`src/rtl/core/mccu_pkg.sv`:
```
// Package of the multicycle cpu control unit: phase codes, decode constants,
// one-hot select codes, strobe positions and the result record.
// No dependencies.
`default_nettype none

package mccu_pkg;

  // phase codes
  localparam logic [2:0] PH_F    = 3'd0;
  localparam logic [2:0] PH_D    = 3'd1;
  localparam logic [2:0] PH_E    = 3'd2;
  localparam logic [2:0] PH_M    = 3'd3;
  localparam logic [2:0] PH_W    = 3'd4;
  localparam logic [2:0] PH_LAST = 3'd5;
  localparam logic [2:0] PH_IDLE = 3'd7;

  // item operations
  localparam logic OP_TICK = 1'b0;
  localparam logic OP_ACK  = 1'b1;

  // decode constants
  localparam logic [4:0] CALL_LINK_REG = 5'd15;
  localparam logic [4:0] OP_RESTSAVE   = 5'd30;
  localparam logic [4:0] OP_JMPL       = 5'd28;
  localparam logic [3:0] OP_ARIT_EXTRA = 4'd9;

  // op2 field of the branch format, bits 24..22
  localparam logic [2:0] OP2_UNIMP  = 3'd0;
  localparam logic [2:0] OP2_BRANCH = 3'd2;
  localparam logic [2:0] OP2_SETHI  = 3'd4;

  // upper op3 bits of the arithmetic format, bits 24..22
  localparam logic [2:0] OP3H_RD = 3'd5;
  localparam logic [2:0] OP3H_WR = 3'd6;

  // special register field, bits 21..19
  localparam logic [2:0] SPR_Y   = 3'd0;
  localparam logic [2:0] SPR_PSR = 3'd1;
  localparam logic [2:0] SPR_WIM = 3'd2;
  localparam logic [2:0] SPR_TBR = 3'd3;

  // ancillary register numbers on a read, bits 21..14
  localparam logic [7:0] ASR_Y    = 8'd0;
  localparam logic [7:0] ASR_BASE = 8'd1;
  localparam logic [7:0] ASR_LIM  = 8'd2;

  // destination numbers on a write to an ancillary register, bits 29..25
  localparam logic [4:0] WR_Y    = 5'd0;
  localparam logic [4:0] WR_BASE = 5'd1;
  localparam logic [4:0] WR_LIM  = 5'd2;

  // register write source, one-hot
  localparam logic [4:0] CSRC_ALU  = 5'b00001;
  localparam logic [4:0] CSRC_IMM  = 5'b00010;
  localparam logic [4:0] CSRC_PC   = 5'b00100;
  localparam logic [4:0] CSRC_LOAD = 5'b01000;
  localparam logic [4:0] CSRC_SPEC = 5'b10000;

  // next pc source, one-hot
  localparam logic [3:0] PCS_INC   = 4'b0001;
  localparam logic [3:0] PCS_ALU   = 4'b0010;
  localparam logic [3:0] PCS_ADDER = 4'b0100;

  // alu function codes outside arithmetic
  localparam logic [3:0] ALU_ADD = 4'd0;
  localparam logic [3:0] ALU_XOR = 4'd3;

  // special register select, one-hot
  localparam logic [5:0] SPEC_PSR  = 6'b000001;
  localparam logic [5:0] SPEC_Y    = 6'b000010;
  localparam logic [5:0] SPEC_TBR  = 6'b000100;
  localparam logic [5:0] SPEC_WIM  = 6'b001000;
  localparam logic [5:0] SPEC_LIM  = 6'b010000;
  localparam logic [5:0] SPEC_BASE = 6'b100000;

  // strobe positions that other logic looks at
  localparam int STB_COUNT = 41;
  localparam int STB_AS    = 36;

  typedef struct packed {
    logic [2:0]           phase_now;
    logic [4:0]           sel_a;
    logic [4:0]           sel_b;
    logic [4:0]           sel_c;
    logic [4:0]           c_source;
    logic [3:0]           alu_func;
    logic [3:0]           pc_source;
    logic [1:0]           align_size;
    logic [5:0]           special_sel;
    logic [STB_COUNT-1:0] strobes;
  } result_t;

endpackage

`default_nettype wire

```
`src/rtl/core/mccu_intf.sv`:
```
// Channel interfaces of the multicycle cpu control unit: the input beat
// (operation, instruction, condition, acknowledge) and the result beat.
// Depends on mccu_pkg.
`default_nettype none

interface mccu_in_if;
  logic        valid;
  logic        ready;
  logic        operation;
  logic [31:0] instruction;
  logic        cond_true;
  logic        ack_value;

  modport source (output valid, output operation, output instruction,
                  output cond_true, output ack_value, input ready);
  modport sink   (input valid, input operation, input instruction,
                  input cond_true, input ack_value, output ready);
endinterface

interface mccu_out_if;
  logic                          valid;
  logic                          ready;
  logic [2:0]                    phase_now;
  logic [4:0]                    sel_a;
  logic [4:0]                    sel_b;
  logic [4:0]                    sel_c;
  logic [4:0]                    c_source;
  logic [3:0]                    alu_func;
  logic [3:0]                    pc_source;
  logic [1:0]                    align_size;
  logic [5:0]                    special_sel;
  logic [mccu_pkg::STB_COUNT-1:0] strobes;

  modport source (output valid, output phase_now, output sel_a, output sel_b,
                  output sel_c, output c_source, output alu_func, output pc_source,
                  output align_size, output special_sel, output strobes,
                  input ready);
  modport sink   (input valid, input phase_now, input sel_a, input sel_b,
                  input sel_c, input c_source, input alu_func, input pc_source,
                  input align_size, input special_sel, input strobes,
                  output ready);
endinterface

`default_nettype wire

```
`src/rtl/core/mccu_decode.sv`:
```
// Instruction decoder of the multicycle cpu control unit: turns the new phase
// and the instruction word into selects, alu code and strobes.
// Depends on mccu_pkg.
`default_nettype none

module mccu_decode (
  input  wire logic [2:0]  phase,
  input  wire logic [31:0] instr,
  input  wire logic        cond_true,
  input  wire logic [5:0]  special_hold,
  input  wire logic        halt_flag,
  output mccu_pkg::result_t res,
  output logic [5:0]       special_next,
  output logic             halt_next
);

  logic f_f, f_d, f_e, f_m, f_w;
  logic fmt2, fmt3;
  logic is_branch, is_unimp, is_sethi, is_arit, is_restsave, is_jmp;
  logic is_rd, is_wr, is_muldiv, is_mul, is_call, is_load, is_store;
  logic [2:0] sp3;
  logic [7:0] asr;
  logic en_mul, en_alu, en_shft, as_stb;
  logic [mccu_pkg::STB_COUNT-1:0] s;

  // phase flags
  assign f_f = (phase == mccu_pkg::PH_F);
  assign f_d = (phase == mccu_pkg::PH_D);
  assign f_e = (phase == mccu_pkg::PH_E);
  assign f_m = (phase == mccu_pkg::PH_M);
  assign f_w = (phase == mccu_pkg::PH_W);

  // instruction classes
  assign fmt2        = !instr[31] && !instr[30];
  assign fmt3        = instr[31] && !instr[30];
  assign is_branch   = fmt2 && (instr[24:22] == mccu_pkg::OP2_BRANCH);
  assign is_unimp    = fmt2 && (instr[24:22] == mccu_pkg::OP2_UNIMP);
  assign is_sethi    = fmt2 && (instr[24:22] == mccu_pkg::OP2_SETHI);
  assign is_arit     = fmt3 && (!instr[24] || (instr[24:21] == mccu_pkg::OP_ARIT_EXTRA));
  assign is_restsave = fmt3 && (instr[24:20] == mccu_pkg::OP_RESTSAVE);
  assign is_jmp      = fmt3 && (instr[24:20] == mccu_pkg::OP_JMPL);
  assign is_rd       = fmt3 && (instr[24:22] == mccu_pkg::OP3H_RD);
  assign is_wr       = fmt3 && (instr[24:22] == mccu_pkg::OP3H_WR);
  assign is_muldiv   = !instr[24] && instr[22] && instr[20];
  assign is_mul      = is_muldiv && !instr[19];
  assign is_call     = !instr[31] && instr[30];
  assign is_load     = instr[31] && instr[30] && !instr[21];
  assign is_store    = instr[31] && instr[30] && instr[21];
  assign sp3         = instr[21:19];
  assign asr         = instr[21:14];

  // execution unit enables
  assign en_mul  = is_arit && is_muldiv;
  assign en_shft = is_arit && instr[24];
  assign en_alu  = !is_arit || (!instr[24] && !is_muldiv);

  assign as_stb = f_f || (f_m && is_load) || (f_w && is_store);

  // special select held across decodes, first match wins
  always_comb begin
    special_next = special_hold;
    if (f_d && is_rd) begin
      priority if (sp3 == mccu_pkg::SPR_PSR)  special_next = mccu_pkg::SPEC_PSR;
      else if (asr == mccu_pkg::ASR_Y)        special_next = mccu_pkg::SPEC_Y;
      else if (sp3 == mccu_pkg::SPR_TBR)      special_next = mccu_pkg::SPEC_TBR;
      else if (sp3 == mccu_pkg::SPR_WIM)      special_next = mccu_pkg::SPEC_WIM;
      else if (asr == mccu_pkg::ASR_LIM)      special_next = mccu_pkg::SPEC_LIM;
      else if (asr == mccu_pkg::ASR_BASE)     special_next = mccu_pkg::SPEC_BASE;
      else                                    special_next = special_hold;
    end
  end

  // halt sticks once an unimplemented word is decoded
  assign halt_next = halt_flag || (f_d && is_unimp);

  // strobe vector in port order
  always_comb begin
    s[0]  = f_w && !is_branch && !is_store && !is_wr;
    s[1]  = f_m;
    s[2]  = 1'b1;
    s[3]  = f_d;
    s[4]  = !instr[13];
    s[5]  = f_d;
    s[6]  = en_mul;
    s[7]  = en_alu;
    s[8]  = en_shft;
    s[9]  = f_e;
    s[10] = f_w && (is_mul || (is_wr && sp3 == mccu_pkg::SPR_Y &&
                               instr[29:25] == mccu_pkg::WR_Y));
    s[11] = f_e || (f_m && is_wr);
    s[12] = f_m;
    s[13] = f_w;
    s[14] = f_m;
    s[15] = f_w;
    s[16] = is_call;
    s[17] = f_f;
    s[18] = f_f;
    s[19] = f_m;
    s[20] = f_m;
    s[21] = instr[22];
    s[22] = is_jmp || instr[19];
    s[23] = f_e || (f_m && is_wr);
    s[24] = f_w && (is_restsave || (is_jmp && instr[19]) ||
                    (is_wr && sp3 == mccu_pkg::SPR_PSR));
    s[25] = f_e || (f_m && is_wr);
    s[26] = f_w && ((is_arit && instr[23]) || (is_wr && sp3 == mccu_pkg::SPR_PSR));
    s[27] = is_wr;
    s[28] = is_wr;
    s[29] = is_wr;
    s[30] = is_wr;
    s[31] = f_w && is_wr && sp3 == mccu_pkg::SPR_TBR;
    s[32] = f_w && is_wr && sp3 == mccu_pkg::SPR_TBR;
    s[33] = f_w && is_wr && sp3 == mccu_pkg::SPR_WIM;
    s[34] = f_w && is_wr && sp3 == mccu_pkg::SPR_Y && instr[29:25] == mccu_pkg::WR_LIM;
    s[35] = f_w && is_wr && sp3 == mccu_pkg::SPR_Y && instr[29:25] == mccu_pkg::WR_BASE;
    s[36] = as_stb;
    s[37] = f_f || !is_store;
    s[38] = as_stb;
    s[39] = 1'b0;
    s[40] = halt_next;
  end

  // selects and codes
  always_comb begin
    res.phase_now = phase;
    res.sel_a = ((f_m || f_w) && is_store) ? instr[29:25] : instr[18:14];
    res.sel_b = instr[4:0];
    res.sel_c = (!f_f && is_call) ? mccu_pkg::CALL_LINK_REG : instr[29:25];

    priority if (is_arit || is_restsave) res.c_source = mccu_pkg::CSRC_ALU;
    else if (is_sethi)                   res.c_source = mccu_pkg::CSRC_IMM;
    else if (is_load)                    res.c_source = mccu_pkg::CSRC_LOAD;
    else if (is_rd)                      res.c_source = mccu_pkg::CSRC_SPEC;
    else                                 res.c_source = mccu_pkg::CSRC_PC;

    priority if (is_arit) res.alu_func = instr[22:19];
    else if (is_wr)       res.alu_func = mccu_pkg::ALU_XOR;
    else                  res.alu_func = mccu_pkg::ALU_ADD;

    priority if (is_jmp)                          res.pc_source = mccu_pkg::PCS_ALU;
    else if (is_call || (is_branch && cond_true)) res.pc_source = mccu_pkg::PCS_ADDER;
    else                                          res.pc_source = mccu_pkg::PCS_INC;

    res.align_size  = instr[20:19];
    res.special_sel = special_next;
    res.strobes     = s;
  end

endmodule

`default_nettype wire

```
`src/rtl/core/multicycle_cpu_control_unit.sv`:
```
// Top level of the multicycle cpu control unit: phase sequencer, memory wait,
// held special select, sticky halt and the result register.
// Depends on mccu_pkg, mccu_intf and mccu_decode.
`default_nettype none

// Each input beat is either a clock tick or a memory acknowledge. A tick that
// is not held by a pending memory wait advances the phase (fetch, decode,
// execute, memory, writeback, dead, then fetch again) and yields one result
// beat with the full decode of the instruction for the new phase; a tick
// during the wait and any acknowledge yield nothing. An acknowledge with level
// 1 ends the wait that the bus strobe of the previous result armed. Input is
// taken every cycle while the result register is empty or being drained, and
// a result appears in the cycle after its tick is taken; with out.ready high
// one input beat per cycle is taken, and the memory wait holds back results.
module multicycle_cpu_control_unit (
  input  wire logic   clk,
  input  wire logic   rst,
  mccu_in_if.sink     in,
  mccu_out_if.source  out
);

  logic [2:0]        phase;
  logic [2:0]        phase_next;
  logic              wait_mem;
  logic [5:0]        special_hold;
  logic [5:0]        special_next;
  logic              halt_flag;
  logic              halt_next;
  logic              in_fire;
  logic              emit;
  logic              out_valid;
  mccu_pkg::result_t dec_res;
  mccu_pkg::result_t res_reg;

  // take a beat whenever the result register can hold what it makes
  assign in.ready = !out_valid || out.ready;
  assign in_fire  = in.valid && in.ready;
  assign emit     = in_fire && (in.operation == mccu_pkg::OP_TICK) && !wait_mem;

  // phase advance, dead or idle goes to fetch
  assign phase_next = (phase >= mccu_pkg::PH_LAST) ? mccu_pkg::PH_F : phase + 3'd1;

  mccu_decode u_decode (
    .phase        (phase_next),
    .instr        (in.instruction),
    .cond_true    (in.cond_true),
    .special_hold (special_hold),
    .halt_flag    (halt_flag),
    .res          (dec_res),
    .special_next (special_next),
    .halt_next    (halt_next)
  );

  // control state
  always_ff @(posedge clk) begin
    if (rst) begin
      phase        <= mccu_pkg::PH_IDLE;
      wait_mem     <= 1'b0;
      special_hold <= '0;
      halt_flag    <= 1'b0;
      out_valid    <= 1'b0;
    end else begin
      if (emit) begin
        phase        <= phase_next;
        wait_mem     <= dec_res.strobes[mccu_pkg::STB_AS];
        special_hold <= special_next;
        halt_flag    <= halt_next;
      end else if (in_fire && (in.operation == mccu_pkg::OP_ACK) && in.ack_value) begin
        wait_mem <= 1'b0;
      end
      if (emit) begin
        out_valid <= 1'b1;
      end else if (out.ready) begin
        out_valid <= 1'b0;
      end
    end
  end

  // result register
  always_ff @(posedge clk) begin
    if (emit) begin
      res_reg <= dec_res;
    end
  end

  assign out.valid       = out_valid;
  assign out.phase_now   = res_reg.phase_now;
  assign out.sel_a       = res_reg.sel_a;
  assign out.sel_b       = res_reg.sel_b;
  assign out.sel_c       = res_reg.sel_c;
  assign out.c_source    = res_reg.c_source;
  assign out.alu_func    = res_reg.alu_func;
  assign out.pc_source   = res_reg.pc_source;
  assign out.align_size  = res_reg.align_size;
  assign out.special_sel = res_reg.special_sel;
  assign out.strobes     = res_reg.strobes;

endmodule

`default_nettype wire
```
`src/flat_wrapper.sv`:
```
// flat-port wrapper written by rule: the top's interface ports become plain ports
module multicycle_cpu_control_unit_flat 
  (clk, rst, in_valid, in_operation, in_instruction, in_cond_true, in_ack_value, in_ready, out_valid, out_phase_now, out_sel_a, out_sel_b, out_sel_c, out_c_source, out_alu_func, out_pc_source, out_align_size, out_special_sel, out_strobes, out_ready);
  mccu_in_if in_i ();
  mccu_out_if out_i ();
  input  wire logic clk;
  input  wire logic rst;
  input wire logic [$bits(in_i.valid)-1:0] in_valid;
  input wire logic [$bits(in_i.operation)-1:0] in_operation;
  input wire logic [$bits(in_i.instruction)-1:0] in_instruction;
  input wire logic [$bits(in_i.cond_true)-1:0] in_cond_true;
  input wire logic [$bits(in_i.ack_value)-1:0] in_ack_value;
  output wire logic [$bits(in_i.ready)-1:0] in_ready;
  output wire logic [$bits(out_i.valid)-1:0] out_valid;
  output wire logic [$bits(out_i.phase_now)-1:0] out_phase_now;
  output wire logic [$bits(out_i.sel_a)-1:0] out_sel_a;
  output wire logic [$bits(out_i.sel_b)-1:0] out_sel_b;
  output wire logic [$bits(out_i.sel_c)-1:0] out_sel_c;
  output wire logic [$bits(out_i.c_source)-1:0] out_c_source;
  output wire logic [$bits(out_i.alu_func)-1:0] out_alu_func;
  output wire logic [$bits(out_i.pc_source)-1:0] out_pc_source;
  output wire logic [$bits(out_i.align_size)-1:0] out_align_size;
  output wire logic [$bits(out_i.special_sel)-1:0] out_special_sel;
  output wire logic [$bits(out_i.strobes)-1:0] out_strobes;
  input wire logic [$bits(out_i.ready)-1:0] out_ready;
  assign in_i.valid = in_valid;
  assign in_i.operation = in_operation;
  assign in_i.instruction = in_instruction;
  assign in_i.cond_true = in_cond_true;
  assign in_i.ack_value = in_ack_value;
  assign in_ready = in_i.ready;
  assign out_valid = out_i.valid;
  assign out_phase_now = out_i.phase_now;
  assign out_sel_a = out_i.sel_a;
  assign out_sel_b = out_i.sel_b;
  assign out_sel_c = out_i.sel_c;
  assign out_c_source = out_i.c_source;
  assign out_alu_func = out_i.alu_func;
  assign out_pc_source = out_i.pc_source;
  assign out_align_size = out_i.align_size;
  assign out_special_sel = out_i.special_sel;
  assign out_strobes = out_i.strobes;
  assign out_i.ready = out_ready;
  multicycle_cpu_control_unit u_core (.clk(clk), .rst(rst), .in(in_i), .out(out_i));
endmodule
```
`config.mk`:
```
export PLATFORM = sky130hd
export DESIGN_NAME = multicycle_cpu_control_unit_flat
export DESIGN_NICKNAME = d
export VERILOG_FILES = /design/src/rtl/core/mccu_pkg.sv /design/src/rtl/core/mccu_intf.sv /design/src/rtl/core/mccu_decode.sv /design/src/rtl/core/multicycle_cpu_control_unit.sv /design/src/flat_wrapper.sv
export SDC_FILE = /design/constraint.sdc
export NUM_CORES = 1
export LEC_CHECK = 0
export BUFFER_PORTS_ARGS = -buffer_cell sky130_fd_sc_hd__buf_4
export CORE_ASPECT_RATIO = 1.25
export CORE_MARGIN = 8
export CORE_UTILIZATION = 31
export DETAILED_ROUTE_END_ITERATION = 7
export MAX_ROUTING_LAYER = met4
export SLEW_MARGIN = 10
export SYNTH_ARGS = -nofsm -noshare
export SYNTH_HDL_FRONTEND = slang
export SYNTH_SLANG_ARGS = --single-unit
export TNS_END_PERCENT = 20
```
`constraint.sdc`:
```
create_clock -name clk -period 1.8 [get_ports clk]
set_input_delay 0.09 -clock clk [delete_from_list [all_inputs] [get_ports clk]]
set_output_delay 0.09 -clock clk [all_outputs]
set_load 0.02 [all_outputs]
```
* Yosys cells after proc, flatten, opt, wreduce, memory -nomap -nowiden
Index checks and enable logic that the tools add are counted.
** Cells by class
- Order comparisons :: 1
- Equality and inequality tests :: 18
- Muxes and demuxes :: 19
- Bitwise operators :: 1
- Reductions and logical operators :: 89
- $add $sub $neg :: 1
** Operators by type and width (number)
- $logic_and A1 B1 Y1 :: 50
- $mux W6 :: 7
- $logic_or A1 B1 Y1 :: 16
- $eq A3 B2 Y1 const B :: 5
- $logic_not A1 Y1 :: 14
- $eq A3 B3 Y1 const B :: 4
- $eq A5 B5 Y1 const B :: 2
- $mux W5 :: 2
- $logic_not A3 Y1 :: 3
- $eq A8 B1 Y1 const B :: 1
- $eq A8 B2 Y1 const B :: 1
- $logic_not A8 Y1 :: 1
- $mux W4 :: 2
- $eq A3 B1 Y1 const B :: 2
- $mux W3 :: 2
- $eq A5 B1 Y1 const B :: 1
- $eq A5 B2 Y1 const B :: 1
- $logic_not A5 Y1 :: 1
- $eq A4 B4 Y1 const B :: 1
- $mux W1 :: 4
- $mux W2 :: 2
- $reduce_bool A2 Y1 :: 2
- $add A3 B1 Y3 const B :: 1
- $ge A3 B3 Y1 const B :: 1
- 3 further kinds :: 3
** Word-level totals
- Flip-flop bits (word level) :: 90
- Output and inout port bits :: 82

* Longest topological paths before layout
Gate-level depths: netlist of run 1.
- Depth after elaboration :: 8
- Gate-level depth with buffers :: 7

* Cells and area by module
A second synthesis of run 1 with hierarchy kept.
** Unflattened totals
- Cells, all modules :: 327
- Area, all modules :: 4194.0 µm²
** Modules (own cells, without submodules)
- multicycle_cpu_control_unit :: sequential area each 2642.5 µm², area an instance 2984.1 µm², instances 1, cells an instance 147
- mccu_decode :: sequential area each 0.0 µm², area an instance 1209.9 µm², instances 1, cells an instance 180

* Least setup slack after synthesis of run 1
OpenSTA, ideal clock, no wires.
- Path type :: flip-flop to flip-flop
- Start point :: register u_core.out_valid (netlist: u_core.out.valid)
- End point :: register u_core.special_hold[4]
- Library setup time :: 0.117 ns
- Required time :: 1.683 ns
- Setup slack :: -0.296 ns
- Path buffers :: 0
- Data arrival time :: 1.979 ns
- Cell stages (with the launch flop) :: 6
- Cell sequence :: dfxtp_1 nand2b_1 nand3_1 inv_2 nand2_1 a22o_1
** Between the ends
- Longest elaborated chain between the ends :: 5
** RTL lines
- from (decl) :: line multicycle_cpu_control_unit.sv:31 : logic out_valid;
- from (signal assigned) :: line multicycle_cpu_control_unit.sv:61 : out_valid <= 1'b0;
- from (signal assigned) :: line multicycle_cpu_control_unit.sv:72 : out_valid <= 1'b1;
- from (signal assigned) :: line multicycle_cpu_control_unit.sv:74 : out_valid <= 1'b0;
- $logic_not A1 Y1 :: line multicycle_cpu_control_unit.sv:36 : assign in.ready = !out_valid || out.ready;
- $logic_or A1 B1 Y1 :: line multicycle_cpu_control_unit.sv:36
- via in_ready :: line flat_wrapper.sv:13 : output wire logic [$bits(in_i.ready)-1:0] in_ready;
- $logic_and A1 B1 Y1 :: line multicycle_cpu_control_unit.sv:37 : assign in_fire = in.valid && in.ready;
- $logic_and A1 B1 Y1 (2 in series) :: line multicycle_cpu_control_unit.sv:38 : assign emit = in_fire && (in.operation == mccu_pkg::OP_TICK) && !wait_mem;
- via u_core.emit :: line multicycle_cpu_control_unit.sv:30 : logic emit;
- to (signal assigned) :: line multicycle_cpu_control_unit.sv:66 : special_hold <= special_next;
- to (decl) :: line multicycle_cpu_control_unit.sv:25 : logic [5:0] special_hold;
The timed path passes the listed nets, and every way through them passes these cells.
A chain may end at the register's enable or synchronous reset.

* Worst setup path after layout of run 1
- Start point :: register u_core.phase[1]
- End point :: register u_core.special_hold[0]
** Between the ends
- Longest elaborated chain between the ends :: 5
** RTL lines
- from (decl) :: line multicycle_cpu_control_unit.sv:22 : logic [2:0] phase;
- from (signal assigned) :: line multicycle_cpu_control_unit.sv:57 : phase <= mccu_pkg::PH_IDLE;
- from (signal assigned) :: line multicycle_cpu_control_unit.sv:64 : phase <= phase_next;
- $add A3 B1 Y3 / $ge A3 B3 Y1 (equally long branches) :: line multicycle_cpu_control_unit.sv:41 : assign phase_next = (phase >= mccu_pkg::PH_LAST) ? mccu_pkg::PH_F : phase + 3'd1;
- $mux W3 * :: line multicycle_cpu_control_unit.sv:41
- $eq A3 B1 Y1 * :: line mccu_decode.sv:28 : assign f_d = (phase == mccu_pkg::PH_D);
- $logic_and A1 B1 Y1 * :: line mccu_decode.sv:62 : if (f_d && is_rd) begin
- $mux W6 * :: line mccu_decode.sv:62
Mark *: on every way between the ends. The rest lies on a longest branch, timed or not.

==> results of run 1 <==
[worst min-delay path by stage]
stage	to	cells past startpoint
global route	u_core.out.strobes[4]	2
detailed placement	u_core.out.sel_b[0]	1
floorplan	u_core.out.align_size[0]	0
global placement	u_core.out.sel_b[2]	1
finish	u_core.out.strobes[4]	2
CTS	u_core.out.strobes[4]	2
[power by group through the flow]
stage | sequential (mW) | combinational, mW | clock, mW
floorplan | 2.12 | 0.265 | 0
global placement | 2.04 | 0.616 | 0
detailed placement | 2.04 | 0.625 | 0
CTS | 2.01 | 0.645 | 2.04
global route | 2.01 | 0.695 | 2.12
finish | 2.00 | 0.649 | 1.99
[worst max-delay path, delay by kind of cell, from the launching register on]
| family | cells | cell delay, ns |
|---|---|---|
| adder cells (fa/ha/maj) | 1 | 0.27 |
| buffers and inverters | 2 | 0.21 |
| flip-flops | 1 | 0.36 |
| AO/OA/AOI/OAI | 2 | 0.23 |
| AND/OR/NAND/NOR | 2 | 0.62 |
[routing by layer]
metal,GRT usage,up-vias,wire length [um]
met4,0.0431,0,127
met2,0.225,68,5080
met1,0.131,1275,3400
met3,0.0304,10,528
li1,-,1223,-
met5,-,-,0
[per-stage QoR]
step                       TNS (ns)  utilization
final                             0        0.450
after global routing         -0.103        0.450
after CTS                 -0.000556        0.446
after detailed placement     -0.173        0.406
after global placement            0        0.406
after floorplan             -0.0212            -
[kinds of logic (layout without fill, tap and decap cells)]
family | Yosys count | count (layout) | share of synthesized area
AOI/OAI and AO/OA | 50 | 51 | 0.107
xor gates and xnor gates | 1 | 1 | 0.00255
adders and majority gates | 2 | 2 | 0.00729
buffers and inverters | 37 | 159 | 0.0620
DFF | 75 | 75 | 0.621
muxes | 8 | 8 | 0.0255
other | 2 | 3 | 0.00219
and+or+nand+nor | 93 | 93 | 0.172
[layout make-up]
type / instances / share of cell area
Clock buffer: 9 / 0.0459
Clock inverter: 7 / 0.0217
Inverter: 7 / 0.00637
Multi-Input combinational cell: 158 / 0.241
Sequential cell: 75 / 0.435
Tap cell: 135 / 0.0344
Timing Repair Buffer: 136 / 0.216
[flip-flops by register name, summed over array words and instances (netlist names)]
signal                  flops
u_core.out.c_source         5
u_core.out.special_sel      6
u_core.out.alu_func         4
u_core.special_hold         6
u_core.out.sel_a            5
u_core.out.sel_b            5
u_core.phase                3
u_core.out.strobes         25
u_core.out.valid            1
u_core.out.phase_now        3
u_core.wait_mem             1
u_core.halt_flag            1
u_core.out.align_size       2
u_core.out.sel_c            5
u_core.out.pc_source        3
[what timing repair did]
item	CTS	global route
endpoints found under the hold margin	6	0
endpoints found under the setup margin	11	14
cloned	0	1
hold buffers	6	0
resized for setup	7	7
pin swaps	2	5
[layout by cell type, fill, tap and decap left out, types with 4 or more instances in the layout]
cell             n
a21oi_1         12
buf_4          128
clkbuf_16        9
dfxtp_1         10
dlygate4sd3_1    6
edfxtp_1        63
inv_1            5
mux2_1           6
nand2_1         11
nand2b_1        12
nand3b_1         5
nor2_1          18
nor2b_1          4
nor3_1           4
==> metrics.txt, run 1 <==
# TYPE chip_impl_metric gauge
chip_impl_metric{name="max_slew_violation_count",unit=""} 0
chip_impl_metric{name="grt_pass1_vias",unit=""} 2639
chip_impl_metric{name="timing.reg2reg.setup_slack",unit="ns"} 0.04
chip_impl_metric{name="fin_crit_sh",unit=""} 0.978
chip_impl_metric{name="wl_per_cell",unit="um"} 17.3
chip_impl_info{name="crit-reg2reg-launch",value="u_core.phase[1]"} 1
chip_impl_metric{name="postLayoutCellArea",unit="um^2"} 4910
chip_impl_metric{name="finalHoldViolCount",unit=""} 0
chip_impl_metric{name="cts_buffers",unit=""} 9
chip_impl_metric{name="power.combinational.fraction",unit=""} 0.140
chip_impl_metric{name="peak_supply_drop",unit="mV"} 0.445
chip_impl_metric{name="yosysUniqueCellTypes",unit=""} 63
chip_impl_metric{name="io_pins",unit=""} 121
chip_impl_metric{name="grt_antenna_before_repair",unit=""} 0
chip_impl_metric{name="layout.filler_cells",unit=""} 1030
chip_impl_metric{name="upper_clock_frequency_limit",unit="MHz"} 568
chip_impl_metric{name="antenna-diode-count",unit=""} 0
chip_impl_metric{name="sequential_cell_fraction_of_total_power",unit=""} 0.431
chip_impl_metric{name="final-seq-area",unit="um^2"} 2140
chip_impl_info{name="hp-start",value="in_instruction[13]"} 1
chip_impl_metric{name="grt_use_total",unit=""} 0.126
chip_impl_metric{name="crit_fanout",unit=""} 5
chip_impl_metric{name="dr.pass1.iters",unit=""} 4
chip_impl_metric{name="dp.final_hpwl",unit="mm"} 6.69
chip_impl_metric{name="route.detailed.drc",unit=""} 0
chip_impl_metric{name="placed_cells",unit=""} 504
chip_impl_info{name="crit_path_cell_trace",value="inv_1 -> ha_4 -> and4bb_2 -> buf_4 -> o211ai_4 -> or3_1 -> a21oi_1"} 1
chip_impl_metric{name="reg2regPathDepth",unit=""} 7
chip_impl_metric{name="setup_viol",unit=""} 0
chip_impl_metric{name="port_bufs",unit=""} 109
chip_impl_metric{name="power.density_cell_area",unit="nW/um^2"} 946
chip_impl_metric{name="timing.slew.headroom",unit=""} 0.651
chip_impl_info{name="critical_path_class",value="register to register"} 1
chip_impl_metric{name="leakage",unit="nW"} 1.97
chip_impl_metric{name="netlist_area",unit="um^2"} 3430
chip_impl_info{name="crit_end",value="u_core.special_hold[0]"} 1
chip_impl_metric{name="holdWs",unit="ns"} 0.0128
chip_impl_metric{name="worstPathRequired",unit="ns"} 2.07
chip_impl_metric{name="power_switching",unit="mW"} 1.06
chip_impl_info{name="synth.largest_area_cell",value="edfxtp_1"} 1
chip_impl_info{name="rsz0062_at_grt",value="true"} 1
chip_impl_metric{name="syn2layout_area_growth",unit="%"} 43.1
chip_impl_metric{name="number_of_violations_reported_at_the_end_of_detailed_routing_iteration_0",unit=""} 125
chip_impl_metric{name="yosys.area.top_type_share",unit=""} 0.551
chip_impl_metric{name="core_area",unit="um^2"} 10900
chip_impl_metric{name="drive_gt1_frac",unit=""} 0.434
chip_impl_metric{name="routed-via-count",unit=""} 2576
chip_impl_info{name="synth_ff_type",value="edfxtp_1"} 1
chip_impl_metric{name="layout.nets",unit=""} 428
chip_impl_metric{name="grt_start_max_net_pins",unit=""} 31
chip_impl_metric{name="placed_inst_area",unit="um^2"} 4440
chip_impl_info{name="setup.worst_path.start_class",value="register"} 1
chip_impl_metric{name="arrival",unit="ns"} 2.03
chip_impl_metric{name="synthesis_warnings",unit=""} 0
chip_impl_metric{name="design.die.area",unit="um^2"} 14700
chip_impl_metric{name="ys_async_sr_fraction",unit=""} 0
chip_impl_info{name="clock-root-buffer",value="clkbuf_16"} 1
chip_impl_info{name="yosys.cell_count.top_type",value="edfxtp_1"} 1
chip_impl_metric{name="initial_core_util",unit=""} 0.314
chip_impl_metric{name="route.antenna.remaining_nets",unit=""} 0
chip_impl_metric{name="flops_latches_synth",unit=""} 75
chip_impl_metric{name="worst_slack",unit="ns"} 0.0404
chip_impl_metric{name="floorplan.rows",unit=""} 43
chip_impl_metric{name="clock_latency",unit="ns"} 0.33
chip_impl_metric{name="synth_enable_flop_cells",unit=""} 63
chip_impl_info{name="run_status",value="completed"} 1
chip_impl_metric{name="clockBufferDepth",unit=""} 2
chip_impl_info{name="synth_common_cells",value="63 x edfxtp_1, 18 x nor2_1, 17 x buf_4"} 1
chip_impl_metric{name="globalRoute.totalOverflow",unit=""} 0
chip_impl_metric{name="final_power",unit="mW"} 4.65
chip_impl_info{name="worst_setup_path_end_kind",value="register"} 1
chip_impl_info{name="synth_top_cells_by_area",value="edfxtp_1 55%, dfxtp_1 7.0%, buf_4 3.7%"} 1
chip_impl_metric{name="worst-slew-pin-transition",unit="ns"} 0.523
chip_impl_metric{name="die_w",unit="um"} 110
chip_impl_metric{name="cpPeakStageDelay",unit="ns"} 0.37
chip_impl_metric{name="deepest_level_of_the_cts_h_tree",unit=""} 3
chip_impl_info{name="rr_endpoint",value="u_core.special_hold[0]"} 1
chip_impl_metric{name="internal_power",unit="mW"} 3.59
chip_impl_info{name="startpoint",value="u_core.phase[1]"} 1
chip_impl_metric{name="post_synth_inst_count",unit=""} 268
chip_impl_metric{name="worst_clock_skew",unit="ns"} 0.00713
chip_impl_metric{name="place.gp.congestion",unit=""} 0.782
chip_impl_metric{name="tritoncts_num_sinks",unit=""} 75
chip_impl_metric{name="preCtsSetupSlack",unit="ns"} -0.0500
chip_impl_metric{name="cts.clk_slew.worst_paths",unit="ns"} 0.06
chip_impl_metric{name="grt_first_pass_wirelength",unit="mm"} 13.9
chip_impl_info{name="hp-class",value="input port to register"} 1
chip_impl_metric{name="max-cap-violations",unit=""} 0
chip_impl_metric{name="multi_input_comb_area",unit="um^2"} 1180
chip_impl_metric{name="share_clk_of_total_power",unit=""} 0.429
chip_impl_metric{name="cts_post_setup_buffers_inserted",unit=""} 0
chip_impl_metric{name="final_cell_count_no_fill",unit=""} 527
chip_impl_metric{name="swShare",unit=""} 0.227
chip_impl_metric{name="period_needed",unit="ns"} 1.76
chip_impl_metric{name="vias_per_cell",unit=""} 4.89
chip_impl_metric{name="chipHeight",unit="um"} 134
chip_impl_metric{name="postSynthAreaPerCell",unit="um^2"} 12.8
chip_impl_info{name="clock_tree_from_tritoncts",value="built"} 1
chip_impl_info{name="critPathSlowestCell",value="or3_1"} 1
chip_impl_metric{name="totalWireLength",unit="mm"} 9.13
chip_impl_metric{name="ys_seq_area_frac",unit=""} 0.621
(Power assumes the default switching activity.)
==> run 2: changes to the inputs <==
--- a/config.mk
+++ b/config.mk
@@ -8,9 +8,11 @@
 export BUFFER_PORTS_ARGS = -buffer_cell sky130_fd_sc_hd__buf_4
 export CORE_ASPECT_RATIO = 1.25
 export CORE_MARGIN = 8
-export CORE_UTILIZATION = 31
+export CORE_UTILIZATION = 45
 export DETAILED_ROUTE_END_ITERATION = 7
 export MAX_ROUTING_LAYER = met4
+export PLACE_DENSITY = 0.76
+export RECOVER_POWER = 25
 export SLEW_MARGIN = 10
 export SYNTH_ARGS = -nofsm -noshare
 export SYNTH_HDL_FRONTEND = slang
==> run 2 against run 1 <==
  * Worst hold slack gained 0.0034 ns
  * Register-to-register slack barely moved
  * Via count decreased by 0.89%
  * Highest routed layer unchanged
==> metrics.txt, run 2 (same netlist as run 1, synthesis figures left out) <==
# TYPE chip_impl_metric gauge
chip_impl_metric{name="totalNegativeSetupSlack",unit="ns"} 0
chip_impl_metric{name="cts_post_setup_buffers_inserted",unit=""} 0
chip_impl_metric{name="worstPathRequired",unit="ns"} 2.04
chip_impl_metric{name="final_power",unit="mW"} 4.06
chip_impl_metric{name="layout.nets",unit=""} 430
chip_impl_metric{name="wl_per_cell",unit="um"} 17.6
chip_impl_metric{name="route.antenna.remaining_nets",unit=""} 0
chip_impl_metric{name="number_of_violations_reported_at_the_end_of_detailed_routing_iteration_0",unit=""} 139
chip_impl_metric{name="grt_use_total",unit=""} 0.166
chip_impl_metric{name="postLayoutCellArea",unit="um^2"} 4620
chip_impl_metric{name="arrival",unit="ns"} 1.99
chip_impl_info{name="clock_tree_from_tritoncts",value="built"} 1
chip_impl_metric{name="met3_usage",unit=""} 0.0473
chip_impl_metric{name="cts_buffers",unit=""} 9
chip_impl_metric{name="design.die.area",unit="um^2"} 10700
chip_impl_metric{name="die_w",unit="um"} 94.1
chip_impl_metric{name="largest_register_ffs",unit=""} 25
chip_impl_metric{name="timing.slew.headroom",unit=""} 0.529
chip_impl_info{name="global_route.peak_usage_layer",value="met2"} 1
chip_impl_metric{name="syn2layout_area_growth",unit="%"} 34.6
chip_impl_info{name="cp_top_family",value="compound AO/OA/AOI/OAI gates"} 1
chip_impl_metric{name="cpPeakStageDelay",unit="ns"} 0.36
chip_impl_metric{name="placed_cells",unit=""} 462
chip_impl_info{name="worst_setup_path_end_kind",value="register"} 1
chip_impl_metric{name="core_area",unit="um^2"} 7400
chip_impl_metric{name="io_pins",unit=""} 121
chip_impl_metric{name="dr.pass1.iters",unit=""} 4
chip_impl_metric{name="place.gp.congestion",unit=""} 0.847
chip_impl_metric{name="chipHeight",unit="um"} 114
chip_impl_metric{name="grt_pass1_vias",unit=""} 2705
chip_impl_metric{name="gr-usage-met2",unit=""} 0.289
chip_impl_metric{name="max-cap-violations",unit=""} 0
chip_impl_metric{name="clockBufferDepth",unit=""} 2
chip_impl_metric{name="globalRoute.totalOverflow",unit=""} 0
chip_impl_metric{name="grt_use_met1",unit=""} 0.165
chip_impl_info{name="hp-class",value="input port to register"} 1
chip_impl_metric{name="crit_fanout",unit=""} 7
chip_impl_info{name="mostFrequentLayoutCells",value="86 x buf_4, 63 x edfxtp_1, 36 x clkbuf_1"} 1
chip_impl_metric{name="max_slew_violation_count",unit=""} 0
chip_impl_metric{name="totalWireLength",unit="mm"} 8.58
chip_impl_metric{name="initial_core_util",unit=""} 0.464
chip_impl_metric{name="worst-slew-pin-transition",unit="ns"} 0.706
chip_impl_metric{name="finalHoldViolCount",unit=""} 0
chip_impl_metric{name="routed-via-count",unit=""} 2553
chip_impl_metric{name="final_cell_count_no_fill",unit=""} 486
chip_impl_metric{name="grt_start_max_net_pins",unit=""} 25
chip_impl_metric{name="dp.final_hpwl",unit="mm"} 6.34
chip_impl_info{name="clock-root-buffer",value="clkbuf_8"} 1
chip_impl_metric{name="floorplan.rows",unit=""} 35
chip_impl_metric{name="placed_inst_area",unit="um^2"} 4390
chip_impl_metric{name="cts.clk_slew.worst_paths",unit="ns"} 0.08
chip_impl_metric{name="leakage",unit="nW"} 1.78
chip_impl_metric{name="drive_gt1_frac",unit=""} 0.348
chip_impl_metric{name="setup_viol",unit=""} 0
chip_impl_info{name="final_common_cell",value="buf_4"} 1
chip_impl_metric{name="port_bufs",unit=""} 109
chip_impl_metric{name="period_needed",unit="ns"} 1.75
chip_impl_metric{name="upper_clock_frequency_limit",unit="MHz"} 572
chip_impl_metric{name="worst_clock_skew",unit="ns"} 0.00989
chip_impl_metric{name="tritoncts_num_sinks",unit=""} 75
chip_impl_info{name="setup.worst_path.start_class",value="register"} 1
chip_impl_metric{name="power.density_cell_area",unit="nW/um^2"} 879
chip_impl_metric{name="route.detailed.drc",unit=""} 0
chip_impl_metric{name="timing.critical_path.buf_inv",unit=""} 1
chip_impl_metric{name="grt_first_pass_wirelength",unit="mm"} 13.4
chip_impl_metric{name="antenna-diode-count",unit=""} 0
chip_impl_metric{name="clock_latency",unit="ns"} 0.35
chip_impl_info{name="crit_path_cell_trace",value="ha_2 -> buf_4 -> xnor2_1 -> a31o_1 -> a221o_1 -> a41o_1"} 1
chip_impl_info{name="rsz0062_at_grt",value="true"} 1
chip_impl_metric{name="vias_per_cell",unit=""} 5.25
chip_impl_metric{name="grt_antenna_before_repair",unit=""} 0
chip_impl_metric{name="fin_crit_sh",unit=""} 0.972
chip_impl_info{name="run_status",value="completed"} 1
chip_impl_info{name="critPathSlowestCell",value="dfxtp_2"} 1
chip_impl_metric{name="deepest_level_of_the_cts_h_tree",unit=""} 3
chip_impl_metric{name="holdWs",unit="ns"} 0.0162
chip_impl_info{name="critical_path_class",value="register to register"} 1
chip_impl_metric{name="peak_supply_drop",unit="mV"} 0.591
[run 2: cell count changes in the layout (fill, tap and decap cells not counted), moves of 3 or more]
cell	change
clkbuf_16	-9
clkbuf_4	+6
buf_4	-42
clkinv_1	-3
clkbuf_8	+9
clkbuf_1	+36
[run 2: area by class of cell]
cell class	count	area, um^2
inverters	7	31.3
fillers	593	2780
well taps	92	115
clock buffers	9	124
clock inverters	7	101
repair buffers	139	957
multi-input cells	157	1150
flip-flops and latches	75	2140
[run 2: metal layers]
layer	wire length, um	part of all wire	vias up
met2	4670	0.54	96
met3	528	0.062	16
met4	206	0.024	0
li1	-	-	1225
met1	3170	0.37	1216
met5	0	0	-
[run 2: final timing paths]
kind / slack, ns / cells past startpoint / startpoint / endpoint
hold / removal: 0.02 / 2 / rst / u_core.special_hold[0]
hold reg to reg: 0.47 / 2 / u_core.special_hold[1] / u_core.special_hold[1]
setup reg to reg: 0.05 / 6 / u_core.phase[0] / u_core.wait_mem
setup / recovery: 0.05 / 6 / u_core.phase[0] / u_core.wait_mem
[run 2: through the flow]
step                      utilization  worst slack, ns
after global placement          0.593         -0.00720
after global routing            0.624          -0.0342
after detailed placement        0.593          -0.0670
final                           0.624           0.0507
after CTS                       0.637           0.0211
after floorplan                     -          -0.0212
[run 2: what timing repair did]
action,4_1_cts,5_1_grt
hold buffers,8,0
endpoints found under the hold margin,8,0
gates resized for setup,4,10
pin swaps,0,3
endpoints found under the setup margin,12,17
[run 2: report_power, final]
group	total (mW)	switching, mW	leakage, nW	internal (mW)
Clock	1.44	0.648	0.106	0.789
Combinational	0.623	0.361	0.980	0.262
Sequential	2.00	0.0320	0.696	1.97
[run 2: worst reg2reg max path: stages (launching register included)]
cell     delay, ns
dfxtp_2       0.36
ha_2          0.23
buf_4         0.14
xnor2_1       0.14
a31o_1        0.20
a221o_1       0.33
a41o_1        0.24
==> run 3: changes to the inputs <==
==> constraint.sdc (replaced) <==
create_clock -name clk -period 1.6 [get_ports clk]
set_input_delay 0.08 -clock clk [delete_from_list [all_inputs] [get_ports clk]]
set_output_delay 0.08 -clock clk [all_outputs]
set_load 0.02 [all_outputs]
==> run 3 against run 2 <==
  * The flow now finishes with violations (setup timing)
  * Critical path depth fell by 1
  * Worst hold slack worse by 0.0022 ns
  * Design area grew 4.3%
  * Critical path type unchanged
  * Largest power group unchanged
==> metrics.txt, run 3 (same netlist as run 1, synthesis figures left out) <==
# TYPE chip_impl_metric gauge
chip_impl_metric{name="layout.filler_cells",unit=""} 575
chip_impl_metric{name="worst-slew-pin-transition",unit="ns"} 0.582
chip_impl_metric{name="upper_clock_frequency_limit",unit="MHz"} 575
chip_impl_metric{name="setup_viol",unit=""} 14
chip_impl_metric{name="chipHeight",unit="um"} 114
chip_impl_metric{name="finalHoldViolCount",unit=""} 0
chip_impl_info{name="rsz0062_at_grt",value="true"} 1
chip_impl_metric{name="number_of_violations_reported_at_the_end_of_detailed_routing_iteration_0",unit=""} 135
chip_impl_metric{name="globalRoute.totalOverflow",unit=""} 0
chip_impl_metric{name="wl_per_cell",unit="um"} 17.5
chip_impl_metric{name="vias_per_cell",unit=""} 5.19
chip_impl_metric{name="clock_latency",unit="ns"} 0.36
chip_impl_metric{name="io_pins",unit=""} 121
chip_impl_metric{name="final_cell_count_no_fill",unit=""} 496
chip_impl_metric{name="worstPathRequired",unit="ns"} 1.72
chip_impl_metric{name="antenna-diode-count",unit=""} 0
chip_impl_metric{name="multi_input_comb_area",unit="um^2"} 1260
chip_impl_metric{name="clockBufferDepth",unit=""} 2
chip_impl_metric{name="design.die.area",unit="um^2"} 10700
chip_impl_info{name="clock_tree_from_tritoncts",value="built"} 1
chip_impl_info{name="setup.worst_path.start_class",value="register"} 1
chip_impl_metric{name="final-seq-area",unit="um^2"} 2140
chip_impl_metric{name="totalWireLength",unit="mm"} 8.69
chip_impl_metric{name="floorplan.rows",unit=""} 35
chip_impl_metric{name="period_needed",unit="ns"} 1.74
chip_impl_metric{name="grt_start_max_net_pins",unit=""} 47
chip_impl_info{name="violations",value="setup timing"} 1
chip_impl_metric{name="route.detailed.drc",unit=""} 0
chip_impl_info{name="run_status",value="finished with violations"} 1
chip_impl_metric{name="die_w",unit="um"} 94.1
chip_impl_metric{name="worst_clock_skew",unit="ns"} 0.00891
chip_impl_metric{name="peak_supply_drop",unit="mV"} 0.636
chip_impl_info{name="mostFrequentLayoutCells",value="96 x buf_4, 63 x edfxtp_1, 33 x clkbuf_1"} 1
chip_impl_metric{name="swShare",unit=""} 0.267
chip_impl_metric{name="dp.final_hpwl",unit="mm"} 6.46
chip_impl_metric{name="grt_first_pass_wirelength",unit="mm"} 13.2
chip_impl_metric{name="power.combinational.fraction",unit=""} 0.171
chip_impl_metric{name="share_clk_of_total_power",unit=""} 0.326
chip_impl_metric{name="grt_use_total",unit=""} 0.164
chip_impl_metric{name="power_switching",unit="mW"} 1.20
chip_impl_metric{name="deepest_level_of_the_cts_h_tree",unit=""} 3
chip_impl_metric{name="tritoncts_num_sinks",unit=""} 75
chip_impl_metric{name="arrival",unit="ns"} 1.86
chip_impl_metric{name="crit_fanout",unit=""} 5
chip_impl_info{name="hp-class",value="input port to register"} 1
chip_impl_metric{name="core_area",unit="um^2"} 7400
chip_impl_metric{name="port_bufs",unit=""} 109
chip_impl_metric{name="largest_register_ffs",unit=""} 25
chip_impl_info{name="final_common_cell",value="buf_4"} 1
chip_impl_metric{name="internal_power",unit="mW"} 3.29
chip_impl_metric{name="cts_buffers",unit=""} 9
chip_impl_metric{name="power.density_cell_area",unit="nW/um^2"} 931
chip_impl_metric{name="max-cap-violations",unit=""} 0
chip_impl_metric{name="grt_pass1_vias",unit=""} 2683
chip_impl_metric{name="placed_cells",unit=""} 467
chip_impl_metric{name="max_slew_violation_count",unit=""} 0
chip_impl_metric{name="layout.nets",unit=""} 440
chip_impl_metric{name="fin_crit_sh",unit=""} 1.09
chip_impl_metric{name="initial_core_util",unit=""} 0.464
chip_impl_metric{name="place.gp.congestion",unit=""} 0.867
chip_impl_metric{name="routed-via-count",unit=""} 2574
chip_impl_info{name="clock-root-buffer",value="clkbuf_8"} 1
chip_impl_metric{name="leakage",unit="nW"} 1.87
chip_impl_metric{name="dr.pass1.iters",unit=""} 5
chip_impl_metric{name="worst_slack",unit="ns"} -0.139
chip_impl_metric{name="syn2layout_area_growth",unit="%"} 40.4
chip_impl_metric{name="timing.slew.headroom",unit=""} 0.608
chip_impl_metric{name="grt_antenna_before_repair",unit=""} 0
chip_impl_metric{name="route.antenna.remaining_nets",unit=""} 0
chip_impl_metric{name="cts.clk_slew.worst_paths",unit="ns"} 0.09
chip_impl_info{name="critical_path_class",value="register to register"} 1
chip_impl_info{name="worst_setup_path_end_kind",value="register"} 1
chip_impl_metric{name="sequential_cell_fraction_of_total_power",unit=""} 0.502
chip_impl_metric{name="drive_gt1_frac",unit=""} 0.403
chip_impl_metric{name="final_power",unit="mW"} 4.49
==> run 3: power groups by stage <==
stage / clock, mW / sequential (mW) / combinational (mW)
finish: 1.46 / 2.25 / 0.769
global placement: 0 / 2.29 / 0.706
detailed placement: 0 / 2.30 / 0.718
global route: 1.55 / 2.26 / 0.824
CTS: 1.49 / 2.25 / 0.756
floorplan: 0 / 2.38 / 0.309
==> run 3: final cells by class <==
type                            count  area share
Clock buffer                        9      0.0257
Clock inverter                      7      0.0161
Inverter                            7      0.0114
Multi-Input combinational cell    157       0.262
Sequential cell                    75       0.444
Tap cell                           92      0.0239
Timing Repair Buffer              149       0.217
==> run 3: worst paths after layout <==
path	from	to	slack [ns]	depth (start not counted)
worst max-delay path	u_core.phase[1]	u_core.out.special_sel[4]	-0.14	5
worst min-delay path	in_instruction[27]	u_core.out.sel_c[2]	0.01	2
worst max register to register	u_core.phase[1]	u_core.out.special_sel[4]	-0.14	5
worst min register to register	u_core.halt_flag	u_core.halt_flag	0.47	2
==> run 3: metal layers <==
| layer | vias to the layer above | GRT usage | part of all wire |
|---|---|---|---|
| met3 | 24 | 0.0466 | 0.067 |
| met1 | 1221 | 0.161 | 0.37 |
| met4 | 0 | 0.0986 | 0.028 |
| met2 | 80 | 0.281 | 0.53 |
| li1 | 1249 | - | - |
| met5 | - | - | 0 |
==> run 3: critical path, stage by stage, from the launching register on <==
cell and delay, ns:
dfxtp_4 0.39, inv_4 0.05, ha_4 0.27, and4bb_2 0.29, o211a_4 0.20, mux2_4 0.31
==> run 3: what timing repair did <==
action | 4_1_cts | 5_1_grt
setup endpoints to repair | 26 | 28
gates resized for setup | 14 | 20
endpoints found under the hold margin | 11 | 0
setup buffers | 2 | 1
pin swaps | 5 | 11
hold buffers | 10 | 0
==> run 3: through the flow <==
stage | worst slack, ns | utilization | TNS [ns] | instance area [um^2] | hold slack [ns]
global route | -0.166 | 0.651 | -1.80 | 4820 | 0.0218
floorplan | -0.139 | - | -0.357 | 3490 | 0.179
global placement | -0.147 | 0.601 | -1.04 | 4440 | 0.259
detailed placement | -0.225 | 0.601 | -2.46 | 4440 | 0.259
CTS | -0.106 | 0.651 | -0.713 | 4820 | 0.00356
finish | -0.139 | 0.651 | -0.971 | 4820 | 0.0139
